===== config.mk =====
export PLATFORM = sky130hd
export DESIGN_NAME = z80_call_stack_tracker
export DESIGN_NICKNAME = d
export VERILOG_FILES = /design/src/rtl/core/zcst_pkg.sv /design/src/rtl/core/zcst_ctrl.sv /design/src/rtl/core/zcst_dpath.sv /design/src/rtl/core/z80_call_stack_tracker.sv
export SDC_FILE = /design/constraint.sdc
export NUM_CORES = 2
export LEC_CHECK = 0
export BUFFER_PORTS_ARGS = -buffer_cell sky130_fd_sc_hd__buf_2
export CAP_MARGIN = 20
export CORE_MARGIN = 5
export CORE_UTILIZATION = 40
export DETAILED_ROUTE_END_ITERATION = 12
export GPL_TIMING_DRIVEN = 0
export HOLD_SLACK_MARGIN = 0.03
export PLACE_DENSITY_LB_ADDON = 0.3
export SKIP_LAST_GASP = 1
export SYNTH_ARGS = -nofsm -noshare
export SYNTH_HDL_FRONTEND = slang
export SYNTH_SLANG_ARGS = --single-unit

===== constraint.sdc =====
create_clock -name clk_i -period 11.7 [get_ports clk_i]
set_input_delay 1.755 -clock clk_i [delete_from_list [all_inputs] [get_ports clk_i]]
set_output_delay 1.755 -clock clk_i [all_outputs]
set_load 0.1 [all_outputs]

===== src/rtl/core/zcst_pkg.sv =====
`default_nettype none

package zcst_pkg;

  // Event kinds on the func field
  localparam logic [1:0] FUNC_BEFORE = 2'd0;
  localparam logic [1:0] FUNC_AFTER  = 2'd1;
  localparam logic [1:0] FUNC_IRQ    = 2'd2;
  localparam logic [1:0] FUNC_RSVD   = 2'd3;

  // Action codes reported with every result word
  localparam logic [1:0] ACT_NONE      = 2'd0;
  localparam logic [1:0] ACT_PUSH      = 2'd1;
  localparam logic [1:0] ACT_POP       = 2'd2;
  localparam logic [1:0] ACT_PUSH_DROP = 2'd3;

  // Frame kinds
  localparam logic [1:0] KIND_CALL = 2'd0;
  localparam logic [1:0] KIND_RST  = 2'd1;
  localparam logic [1:0] KIND_INT  = 2'd2;

  // Opcode decode constants
  localparam logic [7:0] OP_CALL      = 8'hCD;
  localparam logic [7:0] OP_CALL_CC   = 8'hC4;
  localparam logic [7:0] OP_RST       = 8'hC7;
  localparam logic [7:0] OP_CC_MASK   = 8'hC7;
  localparam logic [7:0] OP_RST_VEC   = 8'h38;
  localparam logic [7:0] OP_RET       = 8'hC9;
  localparam logic [7:0] OP_RET_CC    = 8'hC0;
  localparam logic [7:0] OP_ED_PREFIX = 8'hED;
  localparam logic [7:0] OP_RETI_SFX  = 8'h4D;
  localparam logic [7:0] OP_RETN_SFX  = 8'h45;

  // Stack pointer step of a call or return
  localparam logic [16:0] SP_STEP = 17'd2;

  typedef struct packed {
    logic [15:0] caller;
    logic [15:0] target;
    logic [15:0] sp;
    logic [1:0]  kind;
  } frame_t;

  typedef enum logic [2:0] {
    S_IDLE,
    S_EXEC,
    S_POP_RD,
    S_POP_CHK,
    S_TOP_RD,
    S_RESULT
  } state_e;

  // Controller to datapath
  typedef struct packed {
    logic load_evt;
    logic exec;
    logic rd_top;
    logic pop_one;
    logic load_out;
  } ctrl_cmd_t;

  // Datapath to controller
  typedef struct packed {
    logic pop_evt;
    logic pop_hit;
    logic out_busy;
  } dp_status_t;

endpackage

`default_nettype wire


===== src/rtl/core/zcst_ctrl.sv =====
`default_nettype none

module zcst_ctrl (
  input  wire                   clk_i,
  input  wire                   rst_ni,
  input  wire                   in_valid_i,
  output logic                  in_ready_o,
  input  zcst_pkg::dp_status_t  st_i,
  output zcst_pkg::ctrl_cmd_t   cmd_o
);

  zcst_pkg::state_e state_q, state_d;

  // State register
  always_ff @(posedge clk_i or negedge rst_ni) begin
    if (!rst_ni) begin
      state_q <= zcst_pkg::S_IDLE;
    end else begin
      state_q <= state_d;
    end
  end

  // Next state and commands
  always_comb begin
    state_d    = state_q;
    cmd_o      = '0;
    in_ready_o = 1'b0;
    case (state_q)
      zcst_pkg::S_IDLE: begin
        in_ready_o = 1'b1;
        if (in_valid_i) begin
          cmd_o.load_evt = 1'b1;
          state_d        = zcst_pkg::S_EXEC;
        end
      end
      zcst_pkg::S_EXEC: begin
        cmd_o.exec = 1'b1;
        state_d    = st_i.pop_evt ? zcst_pkg::S_POP_RD : zcst_pkg::S_TOP_RD;
      end
      zcst_pkg::S_POP_RD: begin
        cmd_o.rd_top = 1'b1;
        state_d      = zcst_pkg::S_POP_CHK;
      end
      zcst_pkg::S_POP_CHK: begin
        // read data already holds the top frame when the pop stops
        if (st_i.pop_hit) begin
          cmd_o.pop_one = 1'b1;
          state_d       = zcst_pkg::S_POP_RD;
        end else begin
          state_d = zcst_pkg::S_RESULT;
        end
      end
      zcst_pkg::S_TOP_RD: begin
        cmd_o.rd_top = 1'b1;
        state_d      = zcst_pkg::S_RESULT;
      end
      zcst_pkg::S_RESULT: begin
        if (!st_i.out_busy) begin
          cmd_o.load_out = 1'b1;
          state_d        = zcst_pkg::S_IDLE;
        end
      end
      default: begin
        state_d = zcst_pkg::S_IDLE;
      end
    endcase
  end

`ifndef SYNTHESIS
  // An accepted word always goes straight to execution
  a_accept_exec: assert property (@(posedge clk_i) disable iff (!rst_ni)
    (in_valid_i && in_ready_o) |=> (state_q == zcst_pkg::S_EXEC))
    else $error("accepted word did not enter execution");

  // Pop check only ever follows a top read
  a_chk_after_rd: assert property (@(posedge clk_i) disable iff (!rst_ni)
    (state_q == zcst_pkg::S_POP_CHK) |-> ($past(state_q) == zcst_pkg::S_POP_RD))
    else $error("pop check without a preceding read");

  // A stalled result holds the controller
  a_result_hold: assert property (@(posedge clk_i) disable iff (!rst_ni)
    (state_q == zcst_pkg::S_RESULT && st_i.out_busy) |=> (state_q == zcst_pkg::S_RESULT))
    else $error("result left while output busy");
`endif

endmodule

`default_nettype wire


===== src/rtl/core/zcst_dpath.sv =====
`default_nettype none

module zcst_dpath #(
  parameter int unsigned STACK_DEPTH = 64,
  localparam int unsigned IdxW = $clog2(STACK_DEPTH),
  localparam int unsigned CntW = $clog2(STACK_DEPTH + 1)
) (
  input  wire                   clk_i,
  input  wire                   rst_ni,
  // configuration
  input  wire                   cfg_valid_i,
  input  wire                   cfg_trace_enable_i,
  // input word
  input  wire  [1:0]            func_i,
  input  wire  [15:0]           pc_value_i,
  input  wire  [15:0]           sp_value_i,
  input  wire  [7:0]            opcode_byte_i,
  input  wire  [7:0]            second_byte_i,
  input  wire  [7:0]            third_byte_i,
  input  wire  [15:0]           irq_target_i,
  // control
  input  zcst_pkg::ctrl_cmd_t   cmd_i,
  output zcst_pkg::dp_status_t  st_o,
  // result word
  input  wire                   out_ready_i,
  output logic                  out_valid_o,
  output logic [1:0]            action_o,
  output logic [CntW-1:0]       stack_depth_o,
  output logic [15:0]           top_caller_o,
  output logic [15:0]           top_target_o,
  output logic [15:0]           top_sp_o,
  output logic [1:0]            top_kind_o
);

  localparam int unsigned SumW = CntW + 1;

  // Event word held for the duration of one item
  logic [1:0]  evt_func_q;
  logic [15:0] evt_pc_q, evt_sp_q, evt_irq_q;
  logic [7:0]  evt_b1_q, evt_b2_q, evt_b3_q;

  // Instruction latch
  logic [15:0] lat_pc_q, lat_sp_q;
  logic [7:0]  lat_b1_q, lat_b2_q, lat_b3_q;
  logic        lat_vld_q;

  logic            trace_en_q;
  logic [IdxW-1:0] oldest_q;
  logic [CntW-1:0] count_q;
  logic [1:0]      act_q;
  logic            out_vld_q;

  zcst_pkg::frame_t frame_mem [STACK_DEPTH];
  zcst_pkg::frame_t rd_frame_q;
  zcst_pkg::frame_t wr_frame;

  logic            is_call, is_rst, is_ret, sp_fell, sp_rose;
  logic            after_ok, push_call, push_int, push, pop_evt, full;
  logic [SumW-1:0] sum_wr, sum_top;
  logic [IdxW-1:0] wr_idx, top_idx, oldest_inc;

  // Event capture
  always_ff @(posedge clk_i) begin
    if (cmd_i.load_evt) begin
      evt_func_q <= func_i;
      evt_pc_q   <= pc_value_i;
      evt_sp_q   <= sp_value_i;
      evt_b1_q   <= opcode_byte_i;
      evt_b2_q   <= second_byte_i;
      evt_b3_q   <= third_byte_i;
      evt_irq_q  <= irq_target_i;
    end
  end

  // Opcode decode on the latched instruction
  always_comb begin
    is_call = (lat_b1_q == zcst_pkg::OP_CALL) ||
              ((lat_b1_q & zcst_pkg::OP_CC_MASK) == zcst_pkg::OP_CALL_CC);
    is_rst  = ((lat_b1_q & zcst_pkg::OP_CC_MASK) == zcst_pkg::OP_RST);
    is_ret  = (lat_b1_q == zcst_pkg::OP_RET) ||
              ((lat_b1_q & zcst_pkg::OP_CC_MASK) == zcst_pkg::OP_RET_CC) ||
              ((lat_b1_q == zcst_pkg::OP_ED_PREFIX) &&
               ((lat_b2_q == zcst_pkg::OP_RETI_SFX) ||
                (lat_b2_q == zcst_pkg::OP_RETN_SFX)));
  end

  // Sp compare without wrap, 17 bits wide
  assign sp_fell = ({1'b0, evt_sp_q} + zcst_pkg::SP_STEP) == {1'b0, lat_sp_q};
  assign sp_rose = {1'b0, evt_sp_q} == ({1'b0, lat_sp_q} + zcst_pkg::SP_STEP);

  assign after_ok  = trace_en_q && (evt_func_q == zcst_pkg::FUNC_AFTER) && lat_vld_q;
  assign push_call = after_ok && sp_fell && (is_call || is_rst);
  assign push_int  = trace_en_q && (evt_func_q == zcst_pkg::FUNC_IRQ);
  assign push      = push_call || push_int;
  assign pop_evt   = after_ok && sp_rose && is_ret;
  assign full      = (count_q == CntW'(STACK_DEPTH));

  // Frame to push
  always_comb begin
    if (push_int) begin
      wr_frame.caller = evt_pc_q;
      wr_frame.target = evt_irq_q;
      wr_frame.kind   = zcst_pkg::KIND_INT;
    end else if (is_call) begin
      wr_frame.caller = lat_pc_q;
      wr_frame.target = {lat_b3_q, lat_b2_q};
      wr_frame.kind   = zcst_pkg::KIND_CALL;
    end else begin
      wr_frame.caller = lat_pc_q;
      wr_frame.target = {8'h00, lat_b1_q & zcst_pkg::OP_RST_VEC};
      wr_frame.kind   = zcst_pkg::KIND_RST;
    end
    wr_frame.sp = evt_sp_q;
  end

  // Ring indices; sums stay below twice the depth
  always_comb begin
    sum_wr  = SumW'(oldest_q) + SumW'(count_q);
    sum_top = sum_wr - SumW'(1);
    if (sum_wr >= SumW'(STACK_DEPTH)) begin
      sum_wr = sum_wr - SumW'(STACK_DEPTH);
    end
    if (sum_top >= SumW'(STACK_DEPTH)) begin
      sum_top = sum_top - SumW'(STACK_DEPTH);
    end
    // on a full stack the new frame overwrites the oldest slot
    wr_idx     = full ? oldest_q : sum_wr[IdxW-1:0];
    top_idx    = sum_top[IdxW-1:0];
    oldest_inc = (oldest_q == IdxW'(STACK_DEPTH - 1)) ? '0 : oldest_q + IdxW'(1);
  end

  // Frame store, one write and one registered read port
  always_ff @(posedge clk_i) begin
    if (cmd_i.exec && push) begin
      frame_mem[wr_idx] <= wr_frame;
    end
    if (cmd_i.rd_top) begin
      rd_frame_q <= frame_mem[top_idx];
    end
  end

  // Configuration register
  always_ff @(posedge clk_i or negedge rst_ni) begin
    if (!rst_ni) begin
      trace_en_q <= 1'b0;
    end else if (cfg_valid_i) begin
      trace_en_q <= cfg_trace_enable_i;
    end
  end

  // Latch, stack pointers and action
  always_ff @(posedge clk_i or negedge rst_ni) begin
    if (!rst_ni) begin
      lat_pc_q  <= '0;
      lat_sp_q  <= '0;
      lat_b1_q  <= '0;
      lat_b2_q  <= '0;
      lat_b3_q  <= '0;
      lat_vld_q <= 1'b0;
      oldest_q  <= '0;
      count_q   <= '0;
      act_q     <= zcst_pkg::ACT_NONE;
    end else if (cmd_i.exec) begin
      act_q <= zcst_pkg::ACT_NONE;
      if (trace_en_q && (evt_func_q == zcst_pkg::FUNC_BEFORE)) begin
        lat_pc_q  <= evt_pc_q;
        lat_sp_q  <= evt_sp_q;
        lat_b1_q  <= evt_b1_q;
        lat_b2_q  <= evt_b2_q;
        lat_b3_q  <= evt_b3_q;
        lat_vld_q <= 1'b1;
      end else if (after_ok) begin
        lat_vld_q <= 1'b0;
      end
      if (push) begin
        if (full) begin
          oldest_q <= oldest_inc;
          act_q    <= zcst_pkg::ACT_PUSH_DROP;
        end else begin
          count_q <= count_q + CntW'(1);
          act_q   <= zcst_pkg::ACT_PUSH;
        end
      end
    end else if (cmd_i.pop_one) begin
      count_q <= count_q - CntW'(1);
      act_q   <= zcst_pkg::ACT_POP;
    end
  end

  // Output register valid
  always_ff @(posedge clk_i or negedge rst_ni) begin
    if (!rst_ni) begin
      out_vld_q <= 1'b0;
    end else if (cmd_i.load_out) begin
      out_vld_q <= 1'b1;
    end else if (out_ready_i) begin
      out_vld_q <= 1'b0;
    end
  end

  // Output register payload; empty stack reports zeros
  always_ff @(posedge clk_i) begin
    if (cmd_i.load_out) begin
      action_o      <= act_q;
      stack_depth_o <= count_q;
      if (count_q == '0) begin
        top_caller_o <= '0;
        top_target_o <= '0;
        top_sp_o     <= '0;
        top_kind_o   <= '0;
      end else begin
        top_caller_o <= rd_frame_q.caller;
        top_target_o <= rd_frame_q.target;
        top_sp_o     <= rd_frame_q.sp;
        top_kind_o   <= rd_frame_q.kind;
      end
    end
  end

  assign out_valid_o = out_vld_q;

  // Status to the controller
  assign st_o.pop_evt  = pop_evt;
  assign st_o.pop_hit  = (count_q != '0) && (rd_frame_q.sp <= evt_sp_q);
  assign st_o.out_busy = out_vld_q && !out_ready_i;

`ifndef SYNTHESIS
  a_count_bound: assert property (@(posedge clk_i) disable iff (!rst_ni)
    count_q <= CntW'(STACK_DEPTH))
    else $error("frame count beyond stack depth");

  a_pop_nonempty: assert property (@(posedge clk_i) disable iff (!rst_ni)
    cmd_i.pop_one |-> (count_q != '0))
    else $error("pop on empty stack");

  a_push_nonempty: assert property (@(posedge clk_i) disable iff (!rst_ni)
    (cmd_i.exec && push) |=> (count_q != '0))
    else $error("stack empty after push");

  a_load_free: assert property (@(posedge clk_i) disable iff (!rst_ni)
    cmd_i.load_out |-> !(out_vld_q && !out_ready_i))
    else $error("result register overwritten while held");
`endif

endmodule

`default_nettype wire


===== src/rtl/core/z80_call_stack_tracker.sv =====
`default_nettype none

// Z80 call stack tracker for a debugger.
// Input channel (in_valid_i / in_ready_o): one event word per instruction
// phase: before execute latches pc, sp and opcode bytes; after execute
// pushes a CALL/RST frame or pops frames on a return; interrupt pushes an
// INT frame. Every event yields exactly one result word on the output
// channel (out_valid_o / out_ready_i): action, depth and the newest frame.
// Configuration channel (cfg_valid_i / cfg_ready_o) writes trace_enable;
// it is always ready. With tracing off, events report the stack unchanged.
// Each event is captured, then executed; the newest frame is then read
// through the registered read port. A return whose sp rose by 2 instead
// reads and checks the top frame once per frame popped and once more at
// the end. The result is then loaded into the output register.
// One event is in work at a time; the next is accepted once
// the previous has been written to the output register, even while it waits.
// When the receiver stalls, the result holds and the following event
// stalls in its final cycle until the output register frees up.
// Reset empties the stack, clears the latch and disables tracing.
// The frame store needs no clearing pass; only written frames are read.
module z80_call_stack_tracker #(
  parameter int unsigned STACK_DEPTH = 64,
  localparam int unsigned CntW = $clog2(STACK_DEPTH + 1)
) (
  input  wire               clk_i,
  input  wire               rst_ni,
  input  wire               cfg_valid_i,
  output logic              cfg_ready_o,
  input  wire               cfg_trace_enable_i,
  input  wire               in_valid_i,
  output logic              in_ready_o,
  input  wire  [1:0]        func_i,
  input  wire  [15:0]       pc_value_i,
  input  wire  [15:0]       sp_value_i,
  input  wire  [7:0]        opcode_byte_i,
  input  wire  [7:0]        second_byte_i,
  input  wire  [7:0]        third_byte_i,
  input  wire  [15:0]       irq_target_i,
  output logic              out_valid_o,
  input  wire               out_ready_i,
  output logic [1:0]        action_o,
  output logic [CntW-1:0]   stack_depth_o,
  output logic [15:0]       top_caller_o,
  output logic [15:0]       top_target_o,
  output logic [15:0]       top_sp_o,
  output logic [1:0]        top_kind_o
);

  zcst_pkg::ctrl_cmd_t  cmd;
  zcst_pkg::dp_status_t st;

  assign cfg_ready_o = 1'b1;

  zcst_ctrl u_ctrl (
    .clk_i      (clk_i),
    .rst_ni     (rst_ni),
    .in_valid_i (in_valid_i),
    .in_ready_o (in_ready_o),
    .st_i       (st),
    .cmd_o      (cmd)
  );

  zcst_dpath #(
    .STACK_DEPTH (STACK_DEPTH)
  ) u_dpath (
    .clk_i              (clk_i),
    .rst_ni             (rst_ni),
    .cfg_valid_i        (cfg_valid_i),
    .cfg_trace_enable_i (cfg_trace_enable_i),
    .func_i             (func_i),
    .pc_value_i         (pc_value_i),
    .sp_value_i         (sp_value_i),
    .opcode_byte_i      (opcode_byte_i),
    .second_byte_i      (second_byte_i),
    .third_byte_i       (third_byte_i),
    .irq_target_i       (irq_target_i),
    .cmd_i              (cmd),
    .st_o               (st),
    .out_ready_i        (out_ready_i),
    .out_valid_o        (out_valid_o),
    .action_o           (action_o),
    .stack_depth_o      (stack_depth_o),
    .top_caller_o       (top_caller_o),
    .top_target_o       (top_target_o),
    .top_sp_o           (top_sp_o),
    .top_kind_o         (top_kind_o)
  );

endmodule

`default_nettype wire


== After elaboration in Yosys (flattened, before gate mapping) ==
Memory sizes are Yosys's and may differ from the RTL's. A register that Yosys moved wholly into a read port is not among the register bits.
Cells that the tools add are included.
Word-level totals
  logic and storage cells: 129
  memory bits (writable): 3200
  memories kept: 1
  output and inout bits: 62
  input bits: 80
  register bits: 210
Memory list
  u_dpath.frame_mem: depth 64, width 50, rd ports 1, clocked after memory_dff 1, write ports 1, RTL line zcst_dpath.sv:53  | zcst_pkg::frame_t frame_mem [STACK_DEPTH];
Cells by class
  reduce and logical (&&, ||, !) cells: 32
  multiplexer cells: 36
  add/sub/neg operators: 9
  eq/ne operators: 23
  magnitude comparators: 3
Operators by type and width (count)
  adder 16 x 2 -> 17 bit, second input constant: 2
  two-way mux 32 bit: 1
  two-way mux 7 bit: 4
  equality test 8 bit, second input constant: 3
  two-way mux 6 bit: 4
  one-hot mux 3 bit (6 select lines): 1
  equality test 16 x 17 -> 1 bit: 1
  equality test 17 x 16 -> 1 bit: 1
  equality test 8 x 7 -> 1 bit, second input constant: 2
  greater-or-equal comparator 8 x 7 -> 1 bit, second input constant: 2
  less-or-equal comparator 16 bit: 1
  two-way mux 1 bit: 16
  two-way mux 16 bit: 1
  equality test 5 bit, second input constant: 3
  logical AND 1 bit: 12
  two-way mux 3 bit: 4
  subtractor 6 x 1 -> 6 bit, second input constant: 2
  two-way mux 2 bit: 5
  adder 6 x 7 -> 8 bit: 1
  inequality test 2 bit, second input constant: 4
  subtractor 8 x 1 -> 8 bit, second input constant: 1
  adder 7 x 1 -> 7 bit, second input constant: 1
  equality test 7 bit, second input constant: 1
  zero test 7 bit: 1
  other kinds (17): 29

== Longest topological paths before layout ==
  depth in word-level cells: 9
  depth in mapped cells: 14
  gate-level depth less buffers: 11

== Hierarchy ==
From an unflattened synthesis, not the netlist that was laid out.
Unflattened totals
  cells, all modules: 6786
  area total of the unflattened synthesis: 135444.9 µm²
Modules (own cells, without submodules)
  zcst_dpath: instances 1, seq. area each 103439.2 µm², cells an instance 6759, area each 135209.7 µm²
  zcst_ctrl: instances 1, seq. area each 75.1 µm², cells an instance 25, area each 224.0 µm²
  z80_call_stack_tracker: instances 1, seq. area each 0.0 µm², cells an instance 2, area each 11.3 µm²

== Worst setup path before layout ==
Ideal clock, no wire load.
  path type: reg2reg
  start point: reg u_dpath.evt_sp_q[3]
  end point: mem u_dpath.frame_mem[30][0] (netlist bit), enable pin
  cell stages (with the launch flop): 10
  setup slack: 4.355 ns
  library setup time: 0.519 ns
  clock period less this slack: 7.345 ns
  arrival: 6.826 ns
  data required time: 11.181 ns
  path buffers: 1
  cells stage by stage: edfxtp_1 > clkbuf_1 > nand2_1 > nor4_1 > mux2i_1 > nand4_1 > or4_1 > o32ai_4 > nand2_2 > nor3_1
Between the ends
  cells in the longest elaborated chain, start to end: 8
Ends and longest elaborated chain
  start, declared: RTL line zcst_dpath.sv:39  | logic [15:0] evt_pc_q, evt_sp_q, evt_irq_q;
  start signal, assigned: RTL line zcst_dpath.sv:67  | evt_sp_q <= sp_value_i;
  adder 16 x 2 -> 17 bit: RTL line zcst_dpath.sv:88  | assign sp_fell = ({1'b0, evt_sp_q} + zcst_pkg::SP_STEP) == {1'b0, lat_sp_q};
  equality test 17 x 16 -> 1 bit: RTL line zcst_dpath.sv:88
  logical AND 1 bit (2 in series): RTL line zcst_dpath.sv:92  | assign push_call = after_ok && sp_fell && (is_call || is_rst);
  logical OR 1 bit: RTL line zcst_dpath.sv:94  | assign push = push_call || push_int;
  logical AND 1 bit: RTL line zcst_dpath.sv:134  | if (cmd_i.exec && push) begin
  two-way mux 1 bit: RTL line zcst_dpath.sv:134
  two-way mux 1 bit (not written as such): RTL line zcst_dpath.sv:135  | frame_mem[wr_idx] <= wr_frame;
  end, declared: RTL line zcst_dpath.sv:53
Every way passes these cells.

== Worst setup path after layout ==
  start point: reg u_dpath.oldest_q[0]
  end point: reg, netlist name u_dpath.rd_frame_q[0]
Between the ends
  cells in the longest elaborated chain, start to end: 4
  elaborated cells between the ends (all ways): 5
  classes of those cells: add/sub (3); order compare (1); mux (1)
Ends and longest elaborated chain
  start, declared: RTL line zcst_dpath.sv:48  | logic [IdxW-1:0] oldest_q;
  start signal, assigned: RTL line zcst_dpath.sv:177  | oldest_q <= oldest_inc;
  adder 6 x 7 -> 8 bit (*): RTL line zcst_dpath.sv:118  | sum_wr = SumW'(oldest_q) + SumW'(count_q);
  subtractor 8 x 1 -> 8 bit (*): RTL line zcst_dpath.sv:119  | sum_top = sum_wr - SumW'(1);
  greater-or-equal comparator 8 x 7 -> 1 bit / subtractor 6 x 1 -> 6 bit (equally long branches): RTL line zcst_dpath.sv:123, zcst_dpath.sv:124
  two-way mux 6 bit (*): RTL line zcst_dpath.sv:123  | if (sum_top >= SumW'(STACK_DEPTH)) begin
Every way passes the cells marked *; elsewhere a longest branch is shown, timed or not.
A chain may end at the register's enable or synchronous reset.

==> impl_results.html <==
<table>
<tr><th>Metric</th><th>Value</th></tr>
<tr><th colspan="2">Outcome</th></tr>
<tr><td>Result of the run</td><td>finished clean</td></tr>
<tr><th colspan="2">Floorplanning</th></tr>
<tr><td>Number of primary I/O pins</td><td>142</td></tr>
<tr><td>Effective utilization at floorplan</td><td>40.2%</td></tr>
<tr><td>Die Wd</td><td>587 µm</td></tr>
<tr><td>Die footprint</td><td>344,000 µm²</td></tr>
<tr><td>Die height</td><td>587 µm</td></tr>
<tr><td>Placement Rows</td><td>211</td></tr>
<tr><td>Area of the core region</td><td>331,000 µm²</td></tr>
<tr><th colspan="2">Worst setup path</th></tr>
<tr><td>Worst endpoint required time</td><td>12.22 ns</td></tr>
<tr><td>Crit Path Max Fanout</td><td>10</td></tr>
<tr><td>Data arrival time at the worst-slack endpoint</td><td>8.00 ns</td></tr>
<tr><td>Sort of element at the start of the critical path</td><td>flop</td></tr>
<tr><td>Sort of element at the end of the critical path</td><td>flop</td></tr>
<tr><td>Classification of the worst setup path</td><td>flop to flop</td></tr>
<tr><th colspan="2">Global route</th></tr>
<tr><td>GRT Total Usage</td><td>19.9%</td></tr>
<tr><td>Antenna violations before repair</td><td>23</td></tr>
<tr><td>Maximum number of pins on one net before global-route repair</td><td>65</td></tr>
<tr><td>Global-route wire length before repair</td><td>499,000 µm</td></tr>
<tr><td>Number of global-route vias before repair</td><td>68,600</td></tr>
<tr><td>Leftover overflow at the end of global routing</td><td>0</td></tr>
<tr><th colspan="2">Timing</th></tr>
<tr><td>Time the final worst path needs with I/O delays and setup</td><td>7.47 ns</td></tr>
<tr><td>Peak Freq</td><td>134 MHz</td></tr>
<tr><td>Setup skew after layout</td><td>0.0832 ns</td></tr>
<tr><td>RSZ-0062 raised after global routing</td><td>no</td></tr>
<tr><td>Hold slack</td><td>0.453 ns</td></tr>
<tr><td>Transition time at the pin with the least slew margin</td><td>1.16 ns</td></tr>
<tr><td>Pins over their slew limit</td><td>0</td></tr>
<tr><td>Number of failing hold endpoints at the final stage</td><td>0</td></tr>
<tr><td>Final TNS setup</td><td>0 ns</td></tr>
<tr><td>Final worst path period share</td><td>63.9%</td></tr>
<tr><td>Headroom to the max-slew limit</td><td>22.6%</td></tr>
<tr><td>Final setup violation count</td><td>0</td></tr>
<tr><th colspan="2">Final layout</th></tr>
<tr><td>Utilization after layout</td><td>47.4%</td></tr>
<tr><td>Layout Area Growth over Synthesis</td><td>17.9%</td></tr>
<tr><td>Multi-input logic area</td><td>28,900 µm²</td></tr>
<tr><td>Fin cells</td><td>12,000</td></tr>
<tr><td>Post-layout nets</td><td>7,434</td></tr>
<tr><td>Summed area of non-filler cells in the final layout</td><td>157,000 µm²</td></tr>
<tr><td>Area taken by flip-flops and latches</td><td>104,000 µm²</td></tr>
<tr><td>Fill count</td><td>27,100</td></tr>
<tr><td>Share of layout cells above drive strength 1</td><td>25.5%</td></tr>
<tr><th colspan="2">Logic synthesis</th></tr>
<tr><td>Dominant combinational cell family by area after synthesis</td><td>multiplexers</td></tr>
<tr><td>Total standard cell area after synthesis</td><td>133,000 µm²</td></tr>
<tr><td>Top post-synthesis cells by area</td><td>sky130_fd_sc_hd__edfxtp_1 (76%), sky130_fd_sc_hd__mux4_2 (14%), sky130_fd_sc_hd__nand2_1 (2.3%)</td></tr>
<tr><td>Top-area cell type share of the netlist area</td><td>76.3%</td></tr>
<tr><td>Post-synthesis net count</td><td>6,636</td></tr>
<tr><td>Unique masters post-synth</td><td>66</td></tr>
<tr><td>Adder and majority cell fraction of the synthesized area</td><td>0.312%</td></tr>
<tr><td>Top cell type by total area after synthesis</td><td>sky130_fd_sc_hd__edfxtp_1</td></tr>
<tr><td>Post-synthesis share of cell area spent on xor and xnor gates</td><td>0.303%</td></tr>
<tr><td>Post-synthesis async set-or-reset flop share</td><td>2.23%</td></tr>
<tr><td>Proportion of synthesized chip area in sequential cells</td><td>77.7%</td></tr>
<tr><td>Number of flops mapped to enable cells by yosys</td><td>3,383</td></tr>
<tr><td>Total number of yosys warnings</td><td>0</td></tr>
<tr><td>Synthesized instance count</td><td>6,524</td></tr>
<tr><td>Most numerous cell in the Yosys netlist</td><td>sky130_fd_sc_hd__edfxtp_1</td></tr>
<tr><td>Flip-flop cell with the highest count after synthesis</td><td>sky130_fd_sc_hd__edfxtp_1</td></tr>
<tr><td>Mean area per synthesized cell</td><td>20.4 µm²</td></tr>
<tr><td>Total of flip-flops plus latches after synthesis</td><td>3,460</td></tr>
<tr><td>Top cell types by occurrence after synthesis</td><td>sky130_fd_sc_hd__edfxtp_1 (3,383), sky130_fd_sc_hd__nand2_1 (828), sky130_fd_sc_hd__mux4_2 (800)</td></tr>
<tr><td>Compound-Gate Fraction of Synth Area</td><td>1.09%</td></tr>
<tr><td>Post-synthesis mux area share</td><td>14.5%</td></tr>
<tr><td>Area fraction in and, or, nand and nor cells after synthesis</td><td>4.96%</td></tr>
<tr><th colspan="2">Routing</th></tr>
<tr><td>Antenna violation net count after detailed routing</td><td>0</td></tr>
<tr><td>Number of search-and-repair iterations in the first detailed-routing pass</td><td>5</td></tr>
<tr><td>Iter 0 DRT Violations</td><td>7,225</td></tr>
<tr><td>Via-to-Cell Ratio</td><td>5.63</td></tr>
<tr><td>Residual DRC count</td><td>0</td></tr>
<tr><td>Detail-routed net length per standard cell</td><td>29.2 µm</td></tr>
<tr><td>Count of vias placed by the detailed router</td><td>67,400</td></tr>
<tr><td>Final wirelength</td><td>349,000 µm</td></tr>
<tr><th colspan="2">Clock network</th></tr>
<tr><td>Clock network latency to the later pin of the worst-skew pair</td><td>0.91 ns</td></tr>
<tr><td>Post-cts hold buffer count</td><td>0</td></tr>
<tr><td>Cts bufs inserted</td><td>352</td></tr>
<tr><td>Worst-case clock buffer depth</td><td>4</td></tr>
<tr><td>CTS tree</td><td>built</td></tr>
<tr><td>Setup Fix Bufs, Post-CTS</td><td>0</td></tr>
<tr><td>CTS Root Buffer Type</td><td>sky130_fd_sc_hd__clkbuf_16</td></tr>
<tr><td>Post-CTS resize count</td><td>0</td></tr>
<tr><td>Number of H-tree branching levels</td><td>5</td></tr>
<tr><td>Clock transition at the registers of the reported paths</td><td>0.06 ns</td></tr>
<tr><td>Number of clock sinks</td><td>3,460</td></tr>
<tr><th colspan="2">Placed design</th></tr>
<tr><td>Number of port buffers</td><td>140</td></tr>
<tr><td>Instance count after placement with tap cells included</td><td>11,300</td></tr>
<tr><td>Cell area after placement</td><td>145,000 µm²</td></tr>
<tr><td>Last weighted congestion value of the routability-driven placer</td><td>0.833</td></tr>
<tr><td>Final HPWL from detailed placement</td><td>242,000 µm</td></tr>
<tr><th colspan="2">Min path</th></tr>
<tr><td>Classification of the worst-slack hold path</td><td>flop to flop</td></tr>
<tr><th colspan="2">Power</th></tr>
<tr><td>Maximum resistive drop on vdd</td><td>0.186 mV</td></tr>
<tr><td>Ratio of total power to cell area</td><td>284 nW/µm²</td></tr>
<tr><td>Leakage power of the design</td><td>50.0 nW</td></tr>
<tr><th colspan="2">Run</th></tr>
<tr><td>Max-cap violation count</td><td>0</td></tr>
</table>
==> power by group <==
group / switching (mW) / leakage, nW / internal, mW
Sequential: 0.275 / 31.7 / 15.0
Clock: 4.62 / 5.48 / 6.43
Combinational: 11.9 / 12.8 / 6.30
==> path summary, 6_finish.rpt <==
check	endpoint	slack (ns)	cells past startpoint	from
setup / recovery	u_dpath.rd_frame_q[0]	4.23	16	u_dpath.oldest_q[0]
hold / removal	u_dpath.action_o[1]	0.45	0	u_dpath.act_q[1]
setup reg to reg	u_dpath.rd_frame_q[0]	4.23	16	u_dpath.oldest_q[0]
hold reg to reg	u_dpath.action_o[1]	0.45	0	u_dpath.act_q[1]
max in group asynchronous	u_dpath.lat_pc_q[1]	10.16	2	rst_ni
min in group asynchronous	u_dpath.act_q[1]	0.83	1	rst_ni
==> stage by stage <==
| step | total power, mW | worst slack (ns) |
|---|---|---|
| finish | 44.5 | 4.23 |
| global route | 46.3 | 4.04 |
| CTS | 44.6 | 3.86 |
| detailed placement | 33.6 | 3.88 |
| global placement | 32.8 | -1.77 |
| floorplan | 25.9 | 4.35 |
==> layout by cell type, fill, tap and decap left out, types with 32 or more instances in the layout <==
cell | netlist | routed
sky130_fd_sc_hd__mux2_2 | 54 | 54
sky130_fd_sc_hd__o21ai_0 | 86 | 69
sky130_fd_sc_hd__clkbuf_16 | 0 | 362
sky130_fd_sc_hd__bufinv_16 | 0 | 32
sky130_fd_sc_hd__a32oi_1 | 51 | 51
sky130_fd_sc_hd__nand3_1 | 325 | 325
sky130_fd_sc_hd__mux2i_1 | 57 | 57
sky130_fd_sc_hd__nand4_1 | 110 | 110
sky130_fd_sc_hd__edfxtp_1 | 3383 | 3383
sky130_fd_sc_hd__buf_16 | 0 | 43
sky130_fd_sc_hd__buf_12 | 0 | 148
sky130_fd_sc_hd__buf_8 | 0 | 63
sky130_fd_sc_hd__clkinv_2 | 0 | 56
sky130_fd_sc_hd__nand2_1 | 828 | 812
sky130_fd_sc_hd__dfrtp_1 | 77 | 77
sky130_fd_sc_hd__nor2b_1 | 51 | 51
sky130_fd_sc_hd__clkinv_1 | 0 | 74
sky130_fd_sc_hd__buf_2 | 7 | 147
sky130_fd_sc_hd__nor2_4 | 0 | 60
sky130_fd_sc_hd__buf_6 | 1 | 49
sky130_fd_sc_hd__buf_1 | 43 | 42
sky130_fd_sc_hd__mux4_2 | 800 | 800
sky130_fd_sc_hd__clkbuf_1 | 299 | 360
==> logic make-up after synthesis <==
family          Yosys count
simple gates           1471
xor+xnor                 46
other cells               1
mux                     918
compound gates          213
buf+inv                 383
fa+ha+maj                32
flops                  3460
==> layer usage <==
layer  track usage [%]  vias up  share of wire (%)
li1                  -    28200                  -
met2              32.2     2786                 48
met3              3.83      569                7.8
met1              26.8    35800                 40
met5                 0        -              0.022
met4              7.65       12                4.3
==> worst max-delay path, stage by stage, from the launching register on <==
cell and delay [ns]:
sky130_fd_sc_hd__dfrtp_1 0.50, sky130_fd_sc_hd__ha_1 0.36, sky130_fd_sc_hd__clkbuf_1 0.50, sky130_fd_sc_hd__buf_6 0.25, sky130_fd_sc_hd__buf_2 0.43, sky130_fd_sc_hd__buf_1 0.46
sky130_fd_sc_hd__buf_8 0.23, sky130_fd_sc_hd__inv_1 0.07, sky130_fd_sc_hd__ha_1 0.26, sky130_fd_sc_hd__clkbuf_1 0.67, sky130_fd_sc_hd__clkbuf_1 0.81, sky130_fd_sc_hd__clkbuf_1 0.58
sky130_fd_sc_hd__mux4_2 0.33, sky130_fd_sc_hd__nand2_1 0.07, sky130_fd_sc_hd__nand3_1 0.25, sky130_fd_sc_hd__nand4_1 0.34, sky130_fd_sc_hd__o21ai_0 0.93
==> registers in the layout, indices dropped and copies added (netlist names), 8 cells and up <==
| name | count |
|---|---|
| u_dpath.frame_mem | 3200 |
| u_dpath.rd_frame_q | 50 |
| u_dpath.evt_irq_q | 16 |
| u_dpath.evt_pc_q | 16 |
| u_dpath.evt_sp_q | 16 |
| u_dpath.lat_pc_q | 16 |
| u_dpath.lat_sp_q | 16 |
| u_dpath.top_caller_o | 16 |
| u_dpath.top_sp_o | 16 |
| u_dpath.top_target_o | 16 |
| u_dpath.evt_b1_q | 8 |
| u_dpath.evt_b2_q | 8 |
| u_dpath.evt_b3_q | 8 |
| u_dpath.lat_b1_q | 8 |
| u_dpath.lat_b2_q | 8 |
| u_dpath.lat_b3_q | 8 |
==> area by class of cell <==
class | count | share of cell area, %
multi-input combinational | 2681 | 18.4
buffer | 352 | 0.864
sequential | 3460 | 65.9
inverter | 31 | 0.0741
antenna | 10 | 0.0159
tap | 4366 | 3.48
clock inverter | 186 | 1.10
clock buffer | 443 | 6.04
timing repair buffer | 444 | 4.05
No activity file was read; power rests on OpenSTA's default activity.
